<file path="src/rtl/gww_pkg.sv">
// Shared types and constants of the greedy word wrap breaker.
package gww_pkg;

  // Field widths of the ports
  localparam int OUT_W   = 10;
  localparam int PIX_W   = 13;
  localparam int VIEW_W  = 12;
  localparam int SPACE_W = 8;
  localparam int BYTE_W  = 8;
  localparam int ADV_W   = 8;
  localparam int CFG_IDX_W = 1;

  // Pixel sums saturate here
  localparam logic [PIX_W-1:0] PIX_MAX = 13'd8191;

  // Byte codes
  localparam logic [BYTE_W-1:0] SPACE_CHAR = 8'h20;
  localparam logic [BYTE_W-1:0] CONT_MASK  = 8'hC0;
  localparam logic [BYTE_W-1:0] CONT_TAG   = 8'h80;

  // Input word kinds
  localparam logic KIND_TEXT = 1'b0;
  localparam logic KIND_EOL  = 1'b1;

  // Configuration register indexes
  localparam logic [CFG_IDX_W-1:0] CFG_VIEWPORT = 1'b0;
  localparam logic [CFG_IDX_W-1:0] CFG_SPACE    = 1'b1;

  // Reset values of the configuration registers
  localparam logic [VIEW_W-1:0]  VIEW_RESET  = 12'd480;
  localparam logic [SPACE_W-1:0] SPACE_RESET = 8'd8;

  // Result queue geometry
  localparam int QUEUE_DEPTH = 4;
  localparam int QPTR_W      = 2;
  localparam int QCNT_W      = 3;

  // One display line result
  typedef struct packed {
    logic [OUT_W-1:0] start;
    logic [OUT_W-1:0] length;
    logic             last;
  } res_t;

endpackage

</file>
<file path="src/rtl/greedy_word_wrap_breaker.sv">
// Greedy word wrap of a source text line into display line offsets and lengths.
//
// Source bytes arrive one word per cycle with their pixel advance, followed by an
// end-of-line word. Each accepted word is folded into the line state in the same
// cycle and can produce up to two display line results, which go into a
// four-entry result queue. A new word is taken every cycle while the queue has
// room for two results (src_stall is high when three or more results wait), so
// the block runs at one source byte per cycle as long as the output side drains
// one result per cycle. Results leave in order, one per cycle while res_stall is low.
// Only the first LINE_BYTES-1 bytes of one source line are kept. Configuration writes
// are taken in any cycle (cfg_ready is always high).
module greedy_word_wrap_breaker #(
  parameter int LINE_BYTES = 1024
) (
  input  logic                          clk,
  input  logic                          rst,
  // source words
  input  logic                          src_valid,
  output logic                          src_stall,
  input  logic                          kind,
  input  logic [gww_pkg::BYTE_W-1:0]    char_byte,
  input  logic [gww_pkg::ADV_W-1:0]     advance,
  // display line results
  output logic                          res_valid,
  input  logic                          res_stall,
  output logic [gww_pkg::OUT_W-1:0]     line_offset,
  output logic [gww_pkg::OUT_W-1:0]     line_length,
  output logic                          last_of_line,
  // configuration writes
  input  logic                          cfg_valid,
  output logic                          cfg_ready,
  input  logic [gww_pkg::CFG_IDX_W-1:0] cfg_index,
  input  logic [31:0]                   cfg_data
);
  import gww_pkg::*;

  localparam int POS_W = $clog2(LINE_BYTES);
  localparam int EXT_W = (POS_W > OUT_W) ? POS_W : OUT_W;
  localparam int SUM_W = PIX_W + 2;
  localparam logic [POS_W-1:0] POS_LAST = POS_W'(LINE_BYTES - 1);

  // Configuration registers
  logic [VIEW_W-1:0]  viewport_width;
  logic [SPACE_W-1:0] space_width;

  // Line state
  logic [POS_W-1:0] byte_position;
  logic [POS_W-1:0] current_line_start;
  logic [POS_W-1:0] content_end;
  logic [POS_W-1:0] piece_start;
  logic [PIX_W-1:0] line_pixels;
  logic [PIX_W-1:0] word_pixels;
  logic             line_has_word;
  logic             inside_word;

  logic [POS_W-1:0] byte_position_next;
  logic [POS_W-1:0] current_line_start_next;
  logic [POS_W-1:0] content_end_next;
  logic [POS_W-1:0] piece_start_next;
  logic [PIX_W-1:0] line_pixels_next;
  logic [PIX_W-1:0] word_pixels_next;
  logic             line_has_word_next;
  logic             inside_word_next;

  // Result queue
  res_t              queue [QUEUE_DEPTH];
  logic [QPTR_W-1:0] rd_ptr;
  logic [QPTR_W-1:0] wr_ptr;
  logic [QCNT_W-1:0] count;

  logic src_take;
  logic res_take;
  logic [1:0] push_n;
  res_t push0;
  res_t push1;

  // Work signals of the step logic
  logic             is_space;
  logic             boundary;
  logic             split_line;
  logic             split_word;
  logic [POS_W-1:0] ws0;
  logic [PIX_W-1:0] wp0;
  logic [POS_W-1:0] cls1;
  logic             has1;
  logic [SUM_W-1:0] fit_sum;
  logic [SUM_W-1:0] word_sum;
  logic [SUM_W-1:0] commit_sum;
  logic [PIX_W-1:0] commit_pixels;
  logic [POS_W-1:0] eol_len;
  logic [EXT_W-1:0] ext_a_start;
  logic [EXT_W-1:0] ext_a_len;
  logic [EXT_W-1:0] ext_b_start;
  logic [EXT_W-1:0] ext_b_len;
  logic [EXT_W-1:0] ext_e_len;

  assign cfg_ready = 1'b1;
  assign src_stall = (count > QCNT_W'(QUEUE_DEPTH - 2));
  assign src_take  = src_valid && !src_stall;
  assign res_valid = (count != '0);
  assign res_take  = res_valid && !res_stall;

  assign line_offset  = queue[rd_ptr].start;
  assign line_length  = queue[rd_ptr].length;
  assign last_of_line = queue[rd_ptr].last;

  // Width of the open line plus a gap plus the scanned word, used on commit
  assign commit_sum = SUM_W'(line_pixels) + SUM_W'(space_width) + SUM_W'(word_pixels);
  assign commit_pixels = !line_has_word ? word_pixels :
                         (commit_sum > SUM_W'(PIX_MAX)) ? PIX_MAX : commit_sum[PIX_W-1:0];

  // Start of a word piece and its width so far
  assign is_space = (char_byte == SPACE_CHAR);
  assign boundary = !inside_word || ((char_byte & CONT_MASK) != CONT_TAG);
  assign ws0 = inside_word ? piece_start : byte_position;
  assign wp0 = inside_word ? word_pixels : '0;

  // Break before the word when it no longer fits behind the open line
  assign fit_sum = SUM_W'(line_pixels) + SUM_W'(space_width) + SUM_W'(wp0) +
                   SUM_W'(advance);
  assign split_line = boundary && line_has_word && (fit_sum > SUM_W'(viewport_width));
  assign cls1 = split_line ? ws0 : current_line_start;
  assign has1 = split_line ? 1'b0 : line_has_word;

  // Split an oversized word at this codepoint
  assign word_sum = SUM_W'(wp0) + SUM_W'(advance);
  assign split_word = boundary && !has1 && (byte_position > ws0) &&
                      (word_sum > SUM_W'(viewport_width));

  // Length of the closing line at end of source line
  assign eol_len = inside_word ? (byte_position - current_line_start) :
                   line_has_word ? (content_end - current_line_start) : '0;

  assign ext_a_start = EXT_W'(current_line_start);
  assign ext_a_len   = EXT_W'(content_end - current_line_start);
  assign ext_b_start = EXT_W'(cls1);
  assign ext_b_len   = EXT_W'(byte_position - cls1);
  assign ext_e_len   = EXT_W'(eol_len);

  // Step the line state for one source word
  always_comb begin
    byte_position_next      = byte_position;
    current_line_start_next = current_line_start;
    content_end_next        = content_end;
    piece_start_next        = piece_start;
    line_pixels_next        = line_pixels;
    word_pixels_next        = word_pixels;
    line_has_word_next      = line_has_word;
    inside_word_next        = inside_word;
    push_n = 2'd0;
    push0  = '{start: ext_a_start[OUT_W-1:0], length: ext_a_len[OUT_W-1:0], last: 1'b0};
    push1  = '{start: ext_b_start[OUT_W-1:0], length: ext_b_len[OUT_W-1:0], last: 1'b0};

    if (kind == KIND_EOL) begin
      // Close the source line and clear everything
      push_n = 2'd1;
      push0  = '{start: ext_a_start[OUT_W-1:0], length: ext_e_len[OUT_W-1:0], last: 1'b1};
      byte_position_next      = '0;
      current_line_start_next = '0;
      content_end_next        = '0;
      piece_start_next        = '0;
      line_pixels_next        = '0;
      word_pixels_next        = '0;
      line_has_word_next      = 1'b0;
      inside_word_next        = 1'b0;
    end else if (byte_position < POS_LAST) begin
      byte_position_next = byte_position + POS_W'(1);
      if (is_space) begin
        // Commit the word that the space ends
        if (inside_word) begin
          line_pixels_next   = commit_pixels;
          line_has_word_next = 1'b1;
          content_end_next   = byte_position;
          inside_word_next   = 1'b0;
        end
      end else begin
        inside_word_next        = 1'b1;
        piece_start_next        = split_word ? byte_position : ws0;
        current_line_start_next = split_word ? byte_position : cls1;
        line_has_word_next      = has1;
        line_pixels_next        = split_line ? '0 : line_pixels;
        word_pixels_next        = split_word ? PIX_W'(advance) :
                                  (word_sum > SUM_W'(PIX_MAX)) ? PIX_MAX :
                                  word_sum[PIX_W-1:0];
        // Compact the results into the queue slots
        if (split_line && split_word) begin
          push_n = 2'd2;
        end else if (split_line) begin
          push_n = 2'd1;
        end else if (split_word) begin
          push_n = 2'd1;
          push0  = push1;
        end
      end
    end
  end

  // Hold configuration registers
  always_ff @(posedge clk) begin
    if (rst) begin
      viewport_width <= VIEW_RESET;
      space_width    <= SPACE_RESET;
    end else if (cfg_valid && cfg_ready) begin
      case (cfg_index)
        CFG_VIEWPORT: viewport_width <= cfg_data[VIEW_W-1:0];
        CFG_SPACE:    space_width    <= cfg_data[SPACE_W-1:0];
        default:      ;
      endcase
    end
  end

  // Advance the line state on each accepted word
  always_ff @(posedge clk) begin
    if (rst) begin
      byte_position      <= '0;
      current_line_start <= '0;
      content_end        <= '0;
      piece_start        <= '0;
      line_pixels        <= '0;
      word_pixels        <= '0;
      line_has_word      <= 1'b0;
      inside_word        <= 1'b0;
    end else if (src_take) begin
      byte_position      <= byte_position_next;
      current_line_start <= current_line_start_next;
      content_end        <= content_end_next;
      piece_start        <= piece_start_next;
      line_pixels        <= line_pixels_next;
      word_pixels        <= word_pixels_next;
      line_has_word      <= line_has_word_next;
      inside_word        <= inside_word_next;
    end
  end

  // Write results into the queue
  always_ff @(posedge clk) begin
    if (src_take && (push_n != 2'd0)) begin
      queue[wr_ptr] <= push0;
    end
    if (src_take && (push_n == 2'd2)) begin
      queue[wr_ptr + QPTR_W'(1)] <= push1;
    end
  end

  // Track queue pointers and fill level
  always_ff @(posedge clk) begin
    if (rst) begin
      rd_ptr <= '0;
      wr_ptr <= '0;
      count  <= '0;
    end else begin
      if (src_take) begin
        wr_ptr <= wr_ptr + QPTR_W'(push_n);
      end
      if (res_take) begin
        rd_ptr <= rd_ptr + QPTR_W'(1);
      end
      count <= count + (src_take ? QCNT_W'(push_n) : '0) - QCNT_W'(res_take);
    end
  end

endmodule

</file>
<file path="config.mk">
export PLATFORM = sky130hd
export DESIGN_NAME = greedy_word_wrap_breaker
export DESIGN_NICKNAME = d
export VERILOG_FILES = /design/src/rtl/gww_pkg.sv /design/src/rtl/greedy_word_wrap_breaker.sv
export SDC_FILE = /design/constraint.sdc
export NUM_CORES = 1
export LEC_CHECK = 0
export BUFFER_PORTS_ARGS = -buffer_cell sky130_fd_sc_hd__buf_2
export CORE_ASPECT_RATIO = 1.75
export CORE_MARGIN = 5
export CORE_UTILIZATION = 40
export DETAILED_ROUTE_END_ITERATION = 8
export SLEW_MARGIN = 20
export SYNTH_ARGS = -nofsm -noshare
export SYNTH_HDL_FRONTEND = slang
export SYNTH_SLANG_ARGS = --single-unit
</file>
<file path="constraint.sdc">
create_clock -name clk -period 12.3 [get_ports clk]
set_clock_uncertainty 0.15 [all_clocks]
set_input_delay 0 -clock clk [delete_from_list [all_inputs] [get_ports clk]]
set_output_delay 0 -clock clk [all_outputs]
set_load 0.005 [all_outputs]
</file>
==> flow_summary.ini <==
[logic_synthesis]
synth_fp_nets = 1572
async_flop_share_pct = 0
synth_area_leader_cell = edfxtp_1
synthCells = 1390
synth_top_area_share_pct = 18.93
synthTopCellsByArea = edfxtp_1 19%, dfxtp_1 16%, ha_1 11%
ys.flop_type = dfxtp_1
synth_area_per_cell_um2 = 9.132
syn-cell-area_mm2 = 0.01269
synth-edff-count = 80
synth_seq_cells = 181
ys_types = 75
ys_warn_count = 0
yosysSeqAreaShare_pct = 34.85

[routing]
ant_nets = 0
vias_per_cell = 5.864
dr.pass1.iters = 5
drt_iter0_markers = 534
wl_per_cell_um = 19.99
vias = 10790
routed_wl_um = 36770
route.detailed.drc = 0

[setup_path]
slowest_stage = fa_1
worstPathRequired_ps = 12350
crit_family = compound AO/OA/AOI/OAI gates
reg2regPathDepth = 36
endpoint_kind = register
cp_max_fo = 25
crit_buf_inv = 3
r2r_slack_ps = 3340
cp_common_cell = a21oi_1
path_depth = 36
crit_start = space_width[0]$_SDFFE_PP0P_
rr_endpoint = queue[2][7]$_DFFE_PP_
slowest_delay_ps = 510
crit_arrival_ps = 9000
reg2reg_from = space_width[0]$_SDFFE_PP0P_
worst-setup-path-type = reg2reg
worstSetupStartpointType = register
crit_end = queue[2][7]$_DFFE_PP_

[cts]
clkTransAtPathRegs_ps = 70
root_buffer = clkbuf_16
h-tree-depth = 4
cts_buffers = 17
insertion_delay_ps = 460
cts_num_sinks = 181
cts_buffer_depth = 2
cts_tree = built
post_cts_resized = 0
cts_setup_buffers = 0

[sta]
setup_viol = 0
hold_viol_final = 0
max_freq_mhz = 111.7
fin_tns_setup_ps = 0
min_period_ps = 8955
rsz0062_at_grt = false
tightest_slew_ps = 1071
relSlewSlack_pct = 28.12
fin_crit_sh_pct = 72.81
drv_slew = 0

[global_route]
track_usage_pct = 21.07
grt_pass1_vias = 11126
grt_pass1_wl_um = 57880
grt_max_degree = 79
antenna_found_initial = 0
grt_overflow = 0

[layout]
final_cell_mix = 120 x nand2_1, 112 x ha_1, 100 x dfxtp_1
area_growth_pct = 11.39
drive_gt1_share_pct = 10.18
antennaDiodeCount = 0
finalNetCount = 1613
final_common_cell = nand2_1
fill_cells = 3100
final-instance-count-excl-fill = 1840

[run]
maxCapViolations = 0

[placed_design]
hpwl_um = 28310
io_buffer_count = 57
gp_congestion = 0.9098
dp_cells = 1781

[floorplanning]
rows = 86
die_h_um = 245.7
start_util_pct = 40.40
io-pin-count = 79
coreArea_mm2 = 0.03142
fp.dieW_um = 144.7
die_area_mm2 = 0.03554

[power_and_ir_drop]
vdd.ir_drop.worst_mv = 0.1029
p_leak_nw = 5.644
power_density_mw_per_mm2 = 110.6

[hold_path]
hold_class = in2reg

[status]
status = complete, no violations
-- state kept, by name (all words and copies together) (netlist names), named ones only --
| name | cells |
|---|---|
| piece_start | 10 |
| inside_word | 1 |
| current_line_start | 10 |
| word_pixels | 13 |
| byte_position | 10 |
| viewport_width | 12 |
| line_pixels | 13 |
| space_width | 8 |
| wr_ptr | 2 |
| queue | 84 |
| line_has_word | 1 |
| count | 3 |
| content_end | 10 |
| rd_ptr | 2 |
-- where the power goes --
part | total, mW | switching, mW | internal, mW
registers | 0.679 | 0.0228 | 0.656
clock network | 0.547 | 0.252 | 0.296
logic | 0.337 | 0.186 | 0.151
-- timing repair --
action	CTS	global route
hold buffers	27	0
setup endpoints to repair	0	0
hold endpoints to repair	38	0
-- tightest hold or removal path: cells and delay by family --
kind                   cells  cell delay [ps]
buffers and inverters      2              430
and+or+nand+nor            1              180
-- cells by family after synthesis --
family	synth area share (%)
simple gates	13.67
buf+inv	4.820
xor+xnor	5.589
other cells	0.02954
mux	6.023
compound gates	21.21
flops	34.85
fa+ha+maj	13.80
-- Yosys cell counts, types with 21 or more instances --
master and n:
a21o_1 37, a21oi_1 100, a22oi_1 35, clkbuf_1 63, dfxtp_1 101, edfxtp_1 80, ha_1 112, inv_1 78
mux2i_1 24, mux4_2 21, nand2_1 120, nand3_1 31, nor2_1 97, nor3_1 23, o21ai_0 73, o22ai_1 65
xnor2_1 56, xor2_1 25
-- routing by layer --
| metal | track usage, % | share of wire (%) |
|---|---|---|
| met5 | 0 | 0 |
| met2 | 40.98 | 56 |
| met3 | 3.016 | 3.4 |
| met1 | 19.82 | 34 |
| met4 | 13.26 | 6.5 |
-- per-stage QoR --
| stage | instance area, µm² | total power, mW | hold slack [ps] | utilization, % | worst slack [ps] |
|---|---|---|---|---|---|
| global placement | 13280 | 1.022 | 54.21 | 42.26 | 3517 |
| CTS | 14140 | 1.582 | 83.33 | 44.99 | 3359 |
| global route | 14140 | 1.642 | 122.3 | 45.00 | 2807 |
| detailed placement | 13280 | 1.028 | 63.32 | 42.27 | 3412 |
| finish | 14140 | 1.564 | 63.16 | 45.00 | 3345 |
| floorplan | 12690 | 0.9169 | -32.16 | - | 4354 |
-- area by class of cell --
cell class,instances,area [µm²],share of cell area [%]
multi-input cells,1053,7670,54.25
flip-flops and latches,181,4425,31.30
repair buffers,97,653.1,4.619
well taps,396,495.5,3.504
clock buffers,21,481.7,3.407
inverters,81,309.0,2.186
clock inverters,11,103.9,0.7345
-- worst min path at each step --
stage                start                             end  depth (start not counted)
6_report               rst             count[2]$_SDFF_PP0_                          3
5_1_grt                rst             count[2]$_SDFF_PP0_                          3
4_1_cts                rst          rd_ptr[0]$_SDFFE_PP0P_                          3
3_5_place_dp   cfg_data[8]  viewport_width[8]$_SDFFE_PP1P_                          2
3_3_place_gp   cfg_data[8]  viewport_width[8]$_SDFFE_PP1P_                          2
2_1_floorplan  cfg_data[5]  viewport_width[5]$_SDFFE_PP1P_                          1
Power figures use the tool's default switching activity.
